===== src/hw/rtl/tce_pkg.sv =====
package tce_pkg;

    localparam int unsigned WORD_W      = 16;
    localparam int unsigned NUM_GP      = 8;
    localparam int unsigned GP_IDX_W    = $clog2(NUM_GP);

    localparam int unsigned STACK_DEPTH = 256;
    localparam int unsigned STK_IDX_W   = $clog2(STACK_DEPTH);

    localparam int unsigned Q_DEPTH     = 2;
    localparam int unsigned Q_PTR_W     = $clog2(Q_DEPTH);
    localparam int unsigned Q_CNT_W     = $clog2(Q_DEPTH + 1);

    localparam logic [WORD_W-1:0] RESET_SP   = 16'h8200;
    localparam logic [WORD_W-1:0] STACK_FILL = 16'hAAAA;
    localparam logic [WORD_W-1:0] HALT_WORD  = 16'hFFFF;
    localparam logic [WORD_W-1:0] PC_STEP    = 16'h0002;
    localparam logic [WORD_W-1:0] SP_STEP    = 16'h0002;

    // Major opcodes, bits 15..12 of the instruction word.
    localparam logic [3:0] OPC_SYS = 4'd0;
    localparam logic [3:0] OPC_MOV = 4'd1;
    localparam logic [3:0] OPC_ADD = 4'd4;
    localparam logic [3:0] OPC_SUB = 4'd5;
    localparam logic [3:0] OPC_MUL = 4'd6;
    localparam logic [3:0] OPC_AND = 4'd7;
    localparam logic [3:0] OPC_OR  = 4'd8;
    localparam logic [3:0] OPC_XOR = 4'd9;

    // Sub codes of opcode 0, type 0.
    localparam logic [1:0] SSUB_CMP     = 2'd0;
    localparam logic [1:0] SSUB_PUSH    = 2'd1;
    localparam logic [1:0] SSUB_POP     = 2'd2;
    localparam logic [1:0] SSUB_CMP_ALT = 2'd3;

    // Sub codes of opcode 0, type 1.
    localparam logic [1:0] JSUB_ALWAYS = 2'd0;
    localparam logic [1:0] JSUB_EQ     = 2'd1;
    localparam logic [1:0] JSUB_LT     = 2'd2;
    localparam logic [1:0] JSUB_GT     = 2'd3;

    typedef enum logic [3:0] {
        OP_NOP,
        OP_MOV_R,
        OP_MOV_I,
        OP_PUSH,
        OP_POP,
        OP_CMP,
        OP_JMP,
        OP_JEQ,
        OP_JLT,
        OP_JGT,
        OP_ADD,
        OP_SUB,
        OP_MUL,
        OP_AND,
        OP_OR,
        OP_XOR
    } t_op;

    typedef struct packed {
        t_op                 op;
        logic [GP_IDX_W-1:0] rd;
        logic [GP_IDX_W-1:0] rm;
        logic [GP_IDX_W-1:0] rn;
        logic [7:0]          imm;
        logic [WORD_W-1:0]   off;
        logic                halt;
    } t_dec;

    typedef struct packed {
        logic [WORD_W-1:0]   next_pc;
        logic                wr;
        logic [GP_IDX_W-1:0] idx;
        logic [WORD_W-1:0]   value;
        logic                pop;
        logic                zf;
        logic                lf;
        logic [WORD_W-1:0]   sp;
        logic                halt;
    } t_res;

endpackage


===== src/hw/rtl/tce_front.sv =====
module tce_front import tce_pkg::*; (
    input  logic              i_clk,
    input  logic              i_rst_n,
    input  logic              i_push,
    input  logic [WORD_W-1:0] i_instr,
    output logic              o_full,
    output t_dec              o_dec,
    output logic              o_dec_valid,
    input  logic              i_dec_take
);

    t_dec               r_q [Q_DEPTH];
    logic [Q_PTR_W-1:0] r_wp;
    logic [Q_PTR_W-1:0] r_rp;
    logic [Q_CNT_W-1:0] r_cnt;
    t_dec               dec;
    logic               push_ok;
    logic               take_ok;
    logic [3:0]         opc;
    logic [1:0]         sub;

    always_comb begin
        opc      = i_instr[15:12];
        sub      = i_instr[1:0];
        dec.op   = OP_NOP;
        dec.rd   = i_instr[10:8];
        dec.rm   = i_instr[7:5];
        dec.rn   = i_instr[4:2];
        dec.imm  = i_instr[7:0];
        dec.off  = {{(WORD_W - 9){i_instr[10]}}, i_instr[10:2]};
        dec.halt = (i_instr == HALT_WORD);
        unique case (opc)
            OPC_SYS: begin
                if (i_instr[11]) begin
                    unique case (sub)
                        JSUB_ALWAYS: dec.op = OP_JMP;
                        JSUB_EQ:     dec.op = OP_JEQ;
                        JSUB_LT:     dec.op = OP_JLT;
                        JSUB_GT:     dec.op = OP_JGT;
                    endcase
                end else begin
                    unique case (sub) inside
                        SSUB_PUSH:              dec.op = OP_PUSH;
                        SSUB_POP:               dec.op = OP_POP;
                        SSUB_CMP, SSUB_CMP_ALT: dec.op = OP_CMP;
                    endcase
                end
            end
            OPC_MOV: dec.op = i_instr[11] ? OP_MOV_I : OP_MOV_R;
            OPC_ADD: dec.op = OP_ADD;
            OPC_SUB: dec.op = OP_SUB;
            OPC_MUL: dec.op = OP_MUL;
            OPC_AND: dec.op = OP_AND;
            OPC_OR:  dec.op = OP_OR;
            OPC_XOR: dec.op = OP_XOR;
            default: dec.op = OP_NOP;
        endcase
    end

    assign o_full      = (r_cnt == Q_CNT_W'(Q_DEPTH));
    assign o_dec_valid = (r_cnt != '0);
    assign o_dec       = r_q[r_rp];
    assign push_ok     = i_push && !o_full;
    assign take_ok     = i_dec_take && o_dec_valid;

    always_ff @(posedge i_clk) begin
        if (!i_rst_n) begin
            r_wp  <= '0;
            r_rp  <= '0;
            r_cnt <= '0;
        end else begin
            if (push_ok) begin
                r_wp <= (r_wp == Q_PTR_W'(Q_DEPTH - 1)) ? '0 : r_wp + 1'b1;
            end
            if (take_ok) begin
                r_rp <= (r_rp == Q_PTR_W'(Q_DEPTH - 1)) ? '0 : r_rp + 1'b1;
            end
            if (push_ok && !take_ok) begin
                r_cnt <= r_cnt + 1'b1;
            end else if (take_ok && !push_ok) begin
                r_cnt <= r_cnt - 1'b1;
            end
        end
    end

    always_ff @(posedge i_clk) begin
        if (push_ok) begin
            r_q[r_wp] <= dec;
        end
    end

endmodule


===== src/hw/rtl/tce_back.sv =====
module tce_back import tce_pkg::*; (
    input  logic i_clk,
    input  logic i_rst_n,
    input  t_dec i_dec,
    input  logic i_dec_valid,
    output logic o_dec_take,
    output t_res o_res,
    output logic o_res_valid,
    input  logic i_pop
);

    // Execute stage
    t_dec              r_x;
    logic              r_x_vld;
    logic [WORD_W-1:0] r_ra;
    logic [WORD_W-1:0] r_rb;

    // Result stage
    t_res              r_w;
    logic              r_w_vld;

    // Architectural state
    logic [WORD_W-1:0] r_rf [NUM_GP];
    logic [NUM_GP-1:0] r_rf_vld;
    logic [WORD_W-1:0] r_pc;
    logic [WORD_W-1:0] r_sp;
    logic              r_zf;
    logic              r_lf;

    // Stack memory
    logic [WORD_W-1:0]      r_stk [STACK_DEPTH];
    logic [STACK_DEPTH-1:0] r_stk_vld;
    logic [WORD_W-1:0]      r_stk_rd;
    logic                   r_stk_rd_vld;

    logic [WORD_W-1:0]    w_val;
    logic                 w_fwd;
    logic                 w_adv;
    logic                 x_adv;
    logic                 x_take;
    logic                 rf_we;
    logic [WORD_W-1:0]    a;
    logic [WORD_W-1:0]    b;
    logic [WORD_W-1:0]    pc_inc;
    logic                 take_jump;
    logic [WORD_W-1:0]    n_pc;
    logic [WORD_W-1:0]    n_sp;
    logic                 n_zf;
    logic                 n_lf;
    t_res                 n_res;
    logic                 stk_we;
    logic                 stk_re;
    logic [STK_IDX_W-1:0] stk_waddr;
    logic [STK_IDX_W-1:0] stk_raddr;

    // A popped word arrives from the stack memory while the beat sits in the result stage.
    assign w_val = r_w.pop ? (r_stk_rd_vld ? r_stk_rd : STACK_FILL) : r_w.value;
    assign w_fwd = r_w_vld && r_w.wr;

    assign w_adv      = r_w_vld && i_pop;
    assign x_adv      = r_x_vld && (!r_w_vld || i_pop);
    assign x_take     = i_dec_valid && (!r_x_vld || x_adv);
    assign o_dec_take = x_take;
    assign rf_we      = w_adv && r_w.wr;

    always_comb begin
        o_res       = r_w;
        o_res.value = w_val;
        o_res_valid = r_w_vld;
    end

    // Register file: operands are captured as a beat enters execute, with the
    // write of the same edge passed through.
    always_ff @(posedge i_clk) begin
        if (rf_we) begin
            r_rf[r_w.idx] <= w_val;
        end
        if (x_take) begin
            r_x <= i_dec;
            if (rf_we && r_w.idx == i_dec.rm) begin
                r_ra <= w_val;
            end else begin
                r_ra <= r_rf_vld[i_dec.rm] ? r_rf[i_dec.rm] : '0;
            end
            if (rf_we && r_w.idx == i_dec.rn) begin
                r_rb <= w_val;
            end else begin
                r_rb <= r_rf_vld[i_dec.rn] ? r_rf[i_dec.rn] : '0;
            end
        end
    end

    always_comb begin
        a = (w_fwd && r_w.idx == r_x.rm) ? w_val : r_ra;
        b = (w_fwd && r_w.idx == r_x.rn) ? w_val : r_rb;

        pc_inc    = r_pc + PC_STEP;
        take_jump = 1'b0;
        n_sp      = r_sp;
        n_zf      = r_zf;
        n_lf      = r_lf;
        stk_we    = 1'b0;
        stk_re    = 1'b0;
        n_res     = '0;

        unique case (r_x.op)
            OP_NOP: ;
            OP_MOV_R: begin
                n_res.wr    = 1'b1;
                n_res.value = a;
            end
            OP_MOV_I: begin
                n_res.wr    = 1'b1;
                n_res.value = {{(WORD_W - 8){1'b0}}, r_x.imm};
            end
            OP_PUSH: begin
                stk_we = 1'b1;
                n_sp   = r_sp - SP_STEP;
            end
            OP_POP: begin
                stk_re    = 1'b1;
                n_sp      = r_sp + SP_STEP;
                n_res.wr  = 1'b1;
                n_res.pop = 1'b1;
            end
            OP_CMP: begin
                n_zf = (a == b);
                n_lf = (a < b);
            end
            OP_JMP: take_jump = 1'b1;
            OP_JEQ: take_jump = r_zf && !r_lf;
            OP_JLT: take_jump = !r_zf && r_lf;
            OP_JGT: take_jump = !r_zf && !r_lf;
            OP_ADD: begin
                n_res.wr    = 1'b1;
                n_res.value = a + b;
            end
            OP_SUB: begin
                n_res.wr    = 1'b1;
                n_res.value = a - b;
            end
            OP_MUL: begin
                n_res.wr    = 1'b1;
                n_res.value = a * b;
            end
            OP_AND: begin
                n_res.wr    = 1'b1;
                n_res.value = a & b;
            end
            OP_OR: begin
                n_res.wr    = 1'b1;
                n_res.value = a | b;
            end
            OP_XOR: begin
                n_res.wr    = 1'b1;
                n_res.value = a ^ b;
            end
        endcase

        n_pc          = take_jump ? pc_inc + r_x.off : pc_inc;
        n_res.idx     = n_res.wr ? r_x.rd : '0;
        n_res.next_pc = n_pc;
        n_res.zf      = n_zf;
        n_res.lf      = n_lf;
        n_res.sp      = n_sp;
        n_res.halt    = r_x.halt;

        // The stack wraps: the slot is the word address modulo the depth.
        stk_waddr = r_sp[STK_IDX_W:1];
        stk_raddr = n_sp[STK_IDX_W:1];
    end

    always_ff @(posedge i_clk) begin
        if (!i_rst_n) begin
            r_x_vld   <= 1'b0;
            r_w_vld   <= 1'b0;
            r_pc      <= '0;
            r_sp      <= RESET_SP;
            r_zf      <= 1'b0;
            r_lf      <= 1'b0;
            r_rf_vld  <= '0;
            r_stk_vld <= '0;
        end else begin
            if (x_take) begin
                r_x_vld <= 1'b1;
            end else if (x_adv) begin
                r_x_vld <= 1'b0;
            end
            if (x_adv) begin
                r_w_vld <= 1'b1;
                r_pc    <= n_pc;
                r_sp    <= n_sp;
                r_zf    <= n_zf;
                r_lf    <= n_lf;
            end else if (w_adv) begin
                r_w_vld <= 1'b0;
            end
            if (rf_we) begin
                r_rf_vld[r_w.idx] <= 1'b1;
            end
            if (x_adv && stk_we) begin
                r_stk_vld[stk_waddr] <= 1'b1;
            end
        end
    end

    always_ff @(posedge i_clk) begin
        if (x_adv) begin
            r_w <= n_res;
        end
        if (x_adv && stk_we) begin
            r_stk[stk_waddr] <= b;
        end
        if (x_adv && stk_re) begin
            r_stk_rd     <= r_stk[stk_raddr];
            r_stk_rd_vld <= r_stk_vld[stk_raddr];
        end
    end

endmodule


===== src/hw/rtl/tiny_cpu_execute_step_top.sv =====
// Channel  | Handshake             | Beat fields
// ---------+-----------------------+-------------------------------------------------
// input    | push / full           | i_instr
// result   | empty / pop           | o_next_pc, o_reg_write, o_reg_index, o_reg_value,
//          |                       | o_flag_zero, o_flag_less, o_stack_ptr, o_halted
//
// One instruction per cycle is sustained while results are popped; a result passes
// through the decode queue, the execute register and the result register.
// Register file and stack memory results are forwarded, so back-to-back dependent
// instructions do not stall.
// Reset is synchronous; it clears the state and the stack valid bits at once, with no sweep.
// A stalled result holds in the result register while the two-entry decode queue keeps
// taking beats until it is full.
module tiny_cpu_execute_step_top import tce_pkg::*; (
    input  logic                i_clk,
    input  logic                i_rst_n,
    input  logic                push,
    output logic                full,
    input  logic [WORD_W-1:0]   i_instr,
    output logic                empty,
    input  logic                pop,
    output logic [WORD_W-1:0]   o_next_pc,
    output logic                o_reg_write,
    output logic [GP_IDX_W-1:0] o_reg_index,
    output logic [WORD_W-1:0]   o_reg_value,
    output logic                o_flag_zero,
    output logic                o_flag_less,
    output logic [WORD_W-1:0]   o_stack_ptr,
    output logic                o_halted
);

    t_dec dec;
    logic dec_valid;
    logic dec_take;
    t_res res;
    logic res_valid;

    tce_front u_front (
        .i_clk       (i_clk),
        .i_rst_n     (i_rst_n),
        .i_push      (push),
        .i_instr     (i_instr),
        .o_full      (full),
        .o_dec       (dec),
        .o_dec_valid (dec_valid),
        .i_dec_take  (dec_take)
    );

    tce_back u_back (
        .i_clk       (i_clk),
        .i_rst_n     (i_rst_n),
        .i_dec       (dec),
        .i_dec_valid (dec_valid),
        .o_dec_take  (dec_take),
        .o_res       (res),
        .o_res_valid (res_valid),
        .i_pop       (pop)
    );

    assign empty       = !res_valid;
    assign o_next_pc   = res.next_pc;
    assign o_reg_write = res.wr;
    assign o_reg_index = res.idx;
    assign o_reg_value = res.value;
    assign o_flag_zero = res.zf;
    assign o_flag_less = res.lf;
    assign o_stack_ptr = res.sp;
    assign o_halted    = res.halt;

endmodule


===== config.mk =====
export PLATFORM = sky130hd
export DESIGN_NAME = tiny_cpu_execute_step_top
export DESIGN_NICKNAME = d
export VERILOG_FILES = /design/src/hw/rtl/tce_pkg.sv /design/src/hw/rtl/tce_front.sv /design/src/hw/rtl/tce_back.sv /design/src/hw/rtl/tiny_cpu_execute_step_top.sv
export SDC_FILE = /design/constraint.sdc
export NUM_CORES = 2
export LEC_CHECK = 0
export BUFFER_PORTS_ARGS = -buffer_cell sky130_fd_sc_hd__buf_2
export CAP_MARGIN = 20
export CORE_ASPECT_RATIO = 0.75
export CORE_MARGIN = 2
export CORE_UTILIZATION = 25
export CTS_CLUSTER_DIAMETER = 80
export DETAILED_ROUTE_END_ITERATION = 6
export PLACE_DENSITY = 0.42
export RECOVER_POWER = 50
export SETUP_SLACK_MARGIN = 0.3
export SYNTH_ARGS = -nofsm -noshare
export SYNTH_HDL_FRONTEND = slang
export SYNTH_MEMORY_MAX_BITS = 65536
export SYNTH_SLANG_ARGS = --single-unit
export TNS_END_PERCENT = 30

===== constraint.sdc =====
create_clock -name i_clk -period 24.3 [get_ports i_clk]
set_input_delay 1.215 -clock i_clk [delete_from_list [all_inputs] [get_ports i_clk]]
set_output_delay 1.215 -clock i_clk [all_outputs]
set_load 0.02 [all_outputs]

### Word level (Yosys, flattened, before mapping)

Memory sizes are Yosys's and may differ from the RTL's. A register that Yosys moved wholly into a read port is not among the register bits.
Cells that the tools add are included.
Widths: inputs -> output; s select.

* flip-flop bits (word level): 431
* RAM bits: 4300
* bits of input ports: 20
* output and inout port bits: 57
* memories kept: 3

Memories
* u_back.r_stk: words 256, width 16, rd ports 1, clocked after Yosys merged registers in 1, write ports 1, RTL line tce_back.sv:31 `logic [WORD_W-1:0] r_stk [STACK_DEPTH];`
* u_back.r_rf: words 8, width 16, rd ports 2, clocked after Yosys merged registers in 0, write ports 1, RTL line tce_back.sv:23 `logic [WORD_W-1:0] r_rf [NUM_GP];`
* u_front.r_q: words 2, width 38, rd ports 1, clocked after Yosys merged registers in 1, write ports 1, RTL line tce_front.sv:12 `t_dec r_q [Q_DEPTH];`

* $add $sub $neg: 10
* $mul: 1
* order comparisons: 8
* equal/unequal tests: 32
* muxes and demuxes: 48
* bitwise logic cells: 5
* reduce and logical (&&, ||, !) cells: 37

Operators with widths (count)
* $or 256x256->256: 1
* $mux 16: 9
* $pmux 16 s8: 1
* $eq 4x4->1 const B: 10
* $add 16x16->16: 2
* $add 16x2->16 const B: 2
* $eq 4x3->1 const B: 8
* $pmux 16 s2: 1
* $pmux 4 s8: 1
* $mux 1: 24
* $logic_and 1x1->1: 20
* $lt 8x9->1 const B: 2
* $and 16x16->16: 1
* $eq 16x16->1: 1
* $eq 16x16->1 const B: 1
* $lt 16x16->1: 1
* $mul 16x16->16: 1
* $or 16x16->16: 1
* $pmux 4 s4: 1
* $sub 16x16->16: 1
* $sub 16x2->16 const B: 1
* $xor 16x16->16: 1
* $eq 3x3->1: 4
* $lt 3x4->1 const B: 3
* 25 further kinds: 43

### Depth between registers and ports, before layout

* depth after elaboration: 9
* mapped depth: 29
* mapped depth without buffers: 26

### By module

Synthesis repeated with hierarchy kept, for this count alone.

* cells, all modules: 10420
* area total of the unflattened synthesis: 189221.5 um^2

By module, submodules not included
* tce_back: instances 1, cells each 10293, area an instance 187501.1 um^2, sequential area each 137091.5 um^2
* tce_front: instances 1, cells each 126, area an instance 1716.6 um^2, sequential area each 1061.0 um^2
* tiny_cpu_execute_step_top: instances 1, cells each 1, area an instance 3.8 um^2, sequential area each 0.0 um^2

### Worst setup path after synthesis

Ideal clock, no wire load.

* kind: register -> register
* from: reg u_back.r_w, in the netlist u_back.o_res[36]
* to: reg u_back.r_w[35] (netlist name) (data pin)
* setup time: 0.261 ns
* data arrival time: 14.210 ns
* slack: 9.829 ns
* cell stages (with the launch flop): 27
* buffers on the path: 3
* cells stage by stage: edfxtp_1 > buf_6 > xor2_1 > nor4_4 > buf_6 > buf_4 > nor2_1 > a21oi_1 > inv_2 > nor2_1 > fa_1 > inv_1 > fa_1 > fa_1 > fa_1 > inv_1 > fa_1 > inv_1 > fa_1 > inv_1 > ha_1 > nand3_1 > nand2_1 > a41oi_1 > a211o_1 > xnor3_1 > a221o_1

RTL lines
* from (decl): RTL line tce_back.sv:19 `t_res r_w;`
* from (signal assigned): RTL line tce_back.sv:209 `r_w <= n_res;`

==> out/summary.txt <==
status = complete, but fails checks
violated checks = capacitance limit, slew limit
Setup CP Type = reg2reg
FMAX = 0.07294 GHz
setup bufs post-CTS = 0
Die Ht = 758.1 um
dominant cell type by area after synthesis = edfxtp_1
cts bufs inserted = 464
wire per inst = 33.19 um
die area = 765300 um2
CTS tree = done
area grow syn2layout = 15.59%
Synth top cells by count = edfxtp_1, mux4_2, nand2_1
Tot GR Track Use = 17.90%
Worst Path Required = 25040 ps
top post-synthesis cells by area = edfxtp_1, mux4_2, dfxtp_1, nand2_1, o21a_1
most common cell in the netlist = edfxtp_1
drt first pass iters = 5
gpl congestion = 0.8518
library cells used by synthesis = 107
Tmin final = 13710 ps
fin. max-slew vios = 2983
Max-Cap Viols = 102
final hold violations = 0
Largest delay share family, worst path = buffers and inverters
yosys warns = 0
CTS Hold Bufs = 0
CP bufs+invs = 2
Syn Area/Cell = 18.22 um2
Cell Int Power = 0.01889 W
crit end category = register
CTS Buffer Depth = 4
# fillers = 74240
first-pass GRT wire length = 950800 um
switching fraction of total power = 42.52%
cells after synthesis = 10410
LEAKAGE = 68.68 nW
# resized after CTS = 0
period utilization = 56.42%
CTS H-Tree Depth = 5
Slew @ Worst Pin = 5532 ps
final setup TNS = 0 ps
mapped cell area = 189600 um2
DP Cell Count = 20440
IO Pins = 77
top-area cell type share of the netlist area = 69.32%
worst hold path class = reg2reg
syn nets = 10640
RSZ-0062 raised after global routing = no
Worst EP arrival = 14450 ps
CTS Sinks = 4680
initial DRC count = 15280
Comb pwr share = 46.8%
asr flop ratio synth = 0%
Cell Rows = 276
maximum VDD drop = 0.4633 mV
antenna violations before repair = 90
worst skew pair latency = 1050 ps
core area = 754500 um2
vias in the first global route = 105400
Startpoint Class = register
Worst path max stage delay = 4470 ps
ratio of cells with drive above 1 in the final layout = 21.56%
flops & latches, synth = 4680
post-synthesis sequential area ratio = 72.53%
clock skew = 97.01 ps
EDFF count, synth = 4376
top_reg_cell synth = edfxtp_1
DR DRC count = 0
Clk pin slew, worst setup/hold paths = 60 ps
drt total wl = 709100 um
cell chain of the critical path = and2_0 -> a22oi_1 -> a21o_1 -> clkbuf_1 -> clkinvlp_2 -> ha_1 -> fa_1 -> a21o_1 -> a21oi_1 -> o21bai_1 -> a21oi_1 -> nor2_1 -> o41a_1 -> o41ai_1 -> o31ai_1 -> a221o_1 -> a221o_1
part of the power in registers = 31.2%
root buffer cell = clkbuf_16
nets = 11140
worst relative slew slack = -268.8%
Initial Util = 25.12%
grt ovf = 0
Final ANT Viol Nets = 0
final cell count without fillers = 21360
die width = 1009 um
Power Dens Cells = 149.9 nW/um2
vias = 107700
Setup violations, final = 0
Slowest-stage cell, CP = clkinvlp_2
largest net degree at the start of global routing = 165
Via density = 5.041
part of the power in the clock network = 22.1%
sw power = 0.01397 W
Max FO, Critical Path = 106
hpwl dp = 455500 um
port bufs = 75
-- power by group through the flow --
stage               logic (W)  clock network [W]  registers [W]
floorplan             0.00836                  0         0.0105
detailed placement     0.0155                  0         0.0103
finish                 0.0154            0.00726         0.0102
global placement       0.0154                  0         0.0103
CTS                    0.0156            0.00740         0.0101
global route           0.0163            0.00769         0.0102
-- per-stage QoR --
| stage | setup slack [ps] | utilization, % | hold WS [ps] | area, um2 | power [W] |
|---|---|---|---|---|---|
| 2_1_floorplan | 9829 | - | 400.3 | 189600 | 0.01882 |
| 3_3_place_gp | 14440 | 27.12 | 438.6 | 204600 | 0.02572 |
| 3_5_place_dp | 15450 | 27.24 | 435.4 | 205500 | 0.02579 |
| 4_1_cts | 15360 | 29.23 | 383.1 | 220500 | 0.03310 |
| 5_1_grt | 9866 | 29.03 | 473.4 | 219000 | 0.03426 |
| 6_report | 10590 | 29.04 | 462.8 | 219100 | 0.03285 |
-- placed cells by master (no fill, tap or decap), types with 104 or more instances in the layout --
cell       synthesis  routed
nor2_1           494     387
o22ai_1          150     149
dfxtp_1          304     304
edfxtp_1        4376    4376
nand3_1          251     244
a21oi_1          114     105
clkbuf_1         214     377
inv_1            200     190
mux4_2          1054    1054
buf_4            121     345
nand2_1         1024    1014
clkbuf_16          0     469
mux2i_1          163     155
clkinv_2           0     104
ha_1             129     129
o21a_1           283     282
-- path summary, 6_finish.rpt --
check	start	end	slack, ps	depth (start not counted)
worst max-delay path	u_back.r_stk_rd_vld	u_back.r_w[34]	10590	17
worst min-delay path	u_back.r_stk_vld[217]	u_back.r_stk_vld[217]	460	1
worst max register to register	u_back.r_stk_rd_vld	u_back.r_w[34]	10590	17
worst min register to register	u_back.r_stk_vld[217]	u_back.r_stk_vld[217]	460	1
-- layout make-up --
| type | count | area [um2] | area share [%] |
|---|---|---|---|
| Tap cell | 10010 | 12520 | 5.715 |
| Sequential cell | 4680 | 137500 | 62.75 |
| Inverter | 217 | 867.1 | 0.3957 |
| Timing Repair Buffer | 677 | 4486 | 2.047 |
| Antenna cell | 34 | 85.08 | 0.03883 |
| Clock inverter | 274 | 2531 | 1.155 |
| Multi-Input combinational cell | 4868 | 48640 | 22.20 |
| Clock buffer | 606 | 12490 | 5.701 |
-- logic make-up (layout without fill, tap and decap cells) --
kind of cell | after synthesis | in the layout | synth area share (%)
buf+inv | 858 | 1774 | 2.255
simple gates | 2141 | 2141 | 4.966
compound gates | 1154 | 1154 | 4.380
other cells | 1 | 35 | 0.001978
flops | 4680 | 4680 | 72.53
fa+ha+maj | 212 | 212 | 1.728
mux | 1270 | 1270 | 13.71
xor+xnor | 90 | 90 | 0.4271
-- registers in the layout (all words and copies together) (netlist names), named ones only --
register / count
u_back.r_x_vld: 1
u_front.r_q: 32
u_back.r_rb: 16
u_back.r_w: 16
u_back.r_lf: 1
u_front.r_cnt: 2
u_back.o_res: 39
u_back.r_pc: 16
u_back.r_ra: 16
u_front.r_wp: 1
u_back.r_zf: 1
u_back.r_stk: 4096
u_back.r_stk_rd_vld: 1
u_back.o_res_valid: 1
u_back.r_stk_vld: 256
u_back.r_sp: 15
u_back.r_rf_vld: 8
u_back.r_stk_rd: 16
u_back.n_res: 1
u_front.r_rp: 1
u_back.r_x: 15
u_back.r_rf: 128
-- routing by layer --
| layer | global-route usage (%) | share of wire, % | wire length, um | vias up |
|---|---|---|---|---|
| met1 | 27.30 | 46 | 326600 | 58940 |
| met3 | 4.051 | 9.5 | 67100 | 788 |
| met4 | 3.452 | 2.2 | 15900 | 8 |
| met2 | 26.05 | 42 | 299400 | 5243 |
| li1 | - | - | - | 42720 |
| met5 | 0 | 0.0061 | 43 | - |
No activity file was read; power rests on OpenSTA's default activity.
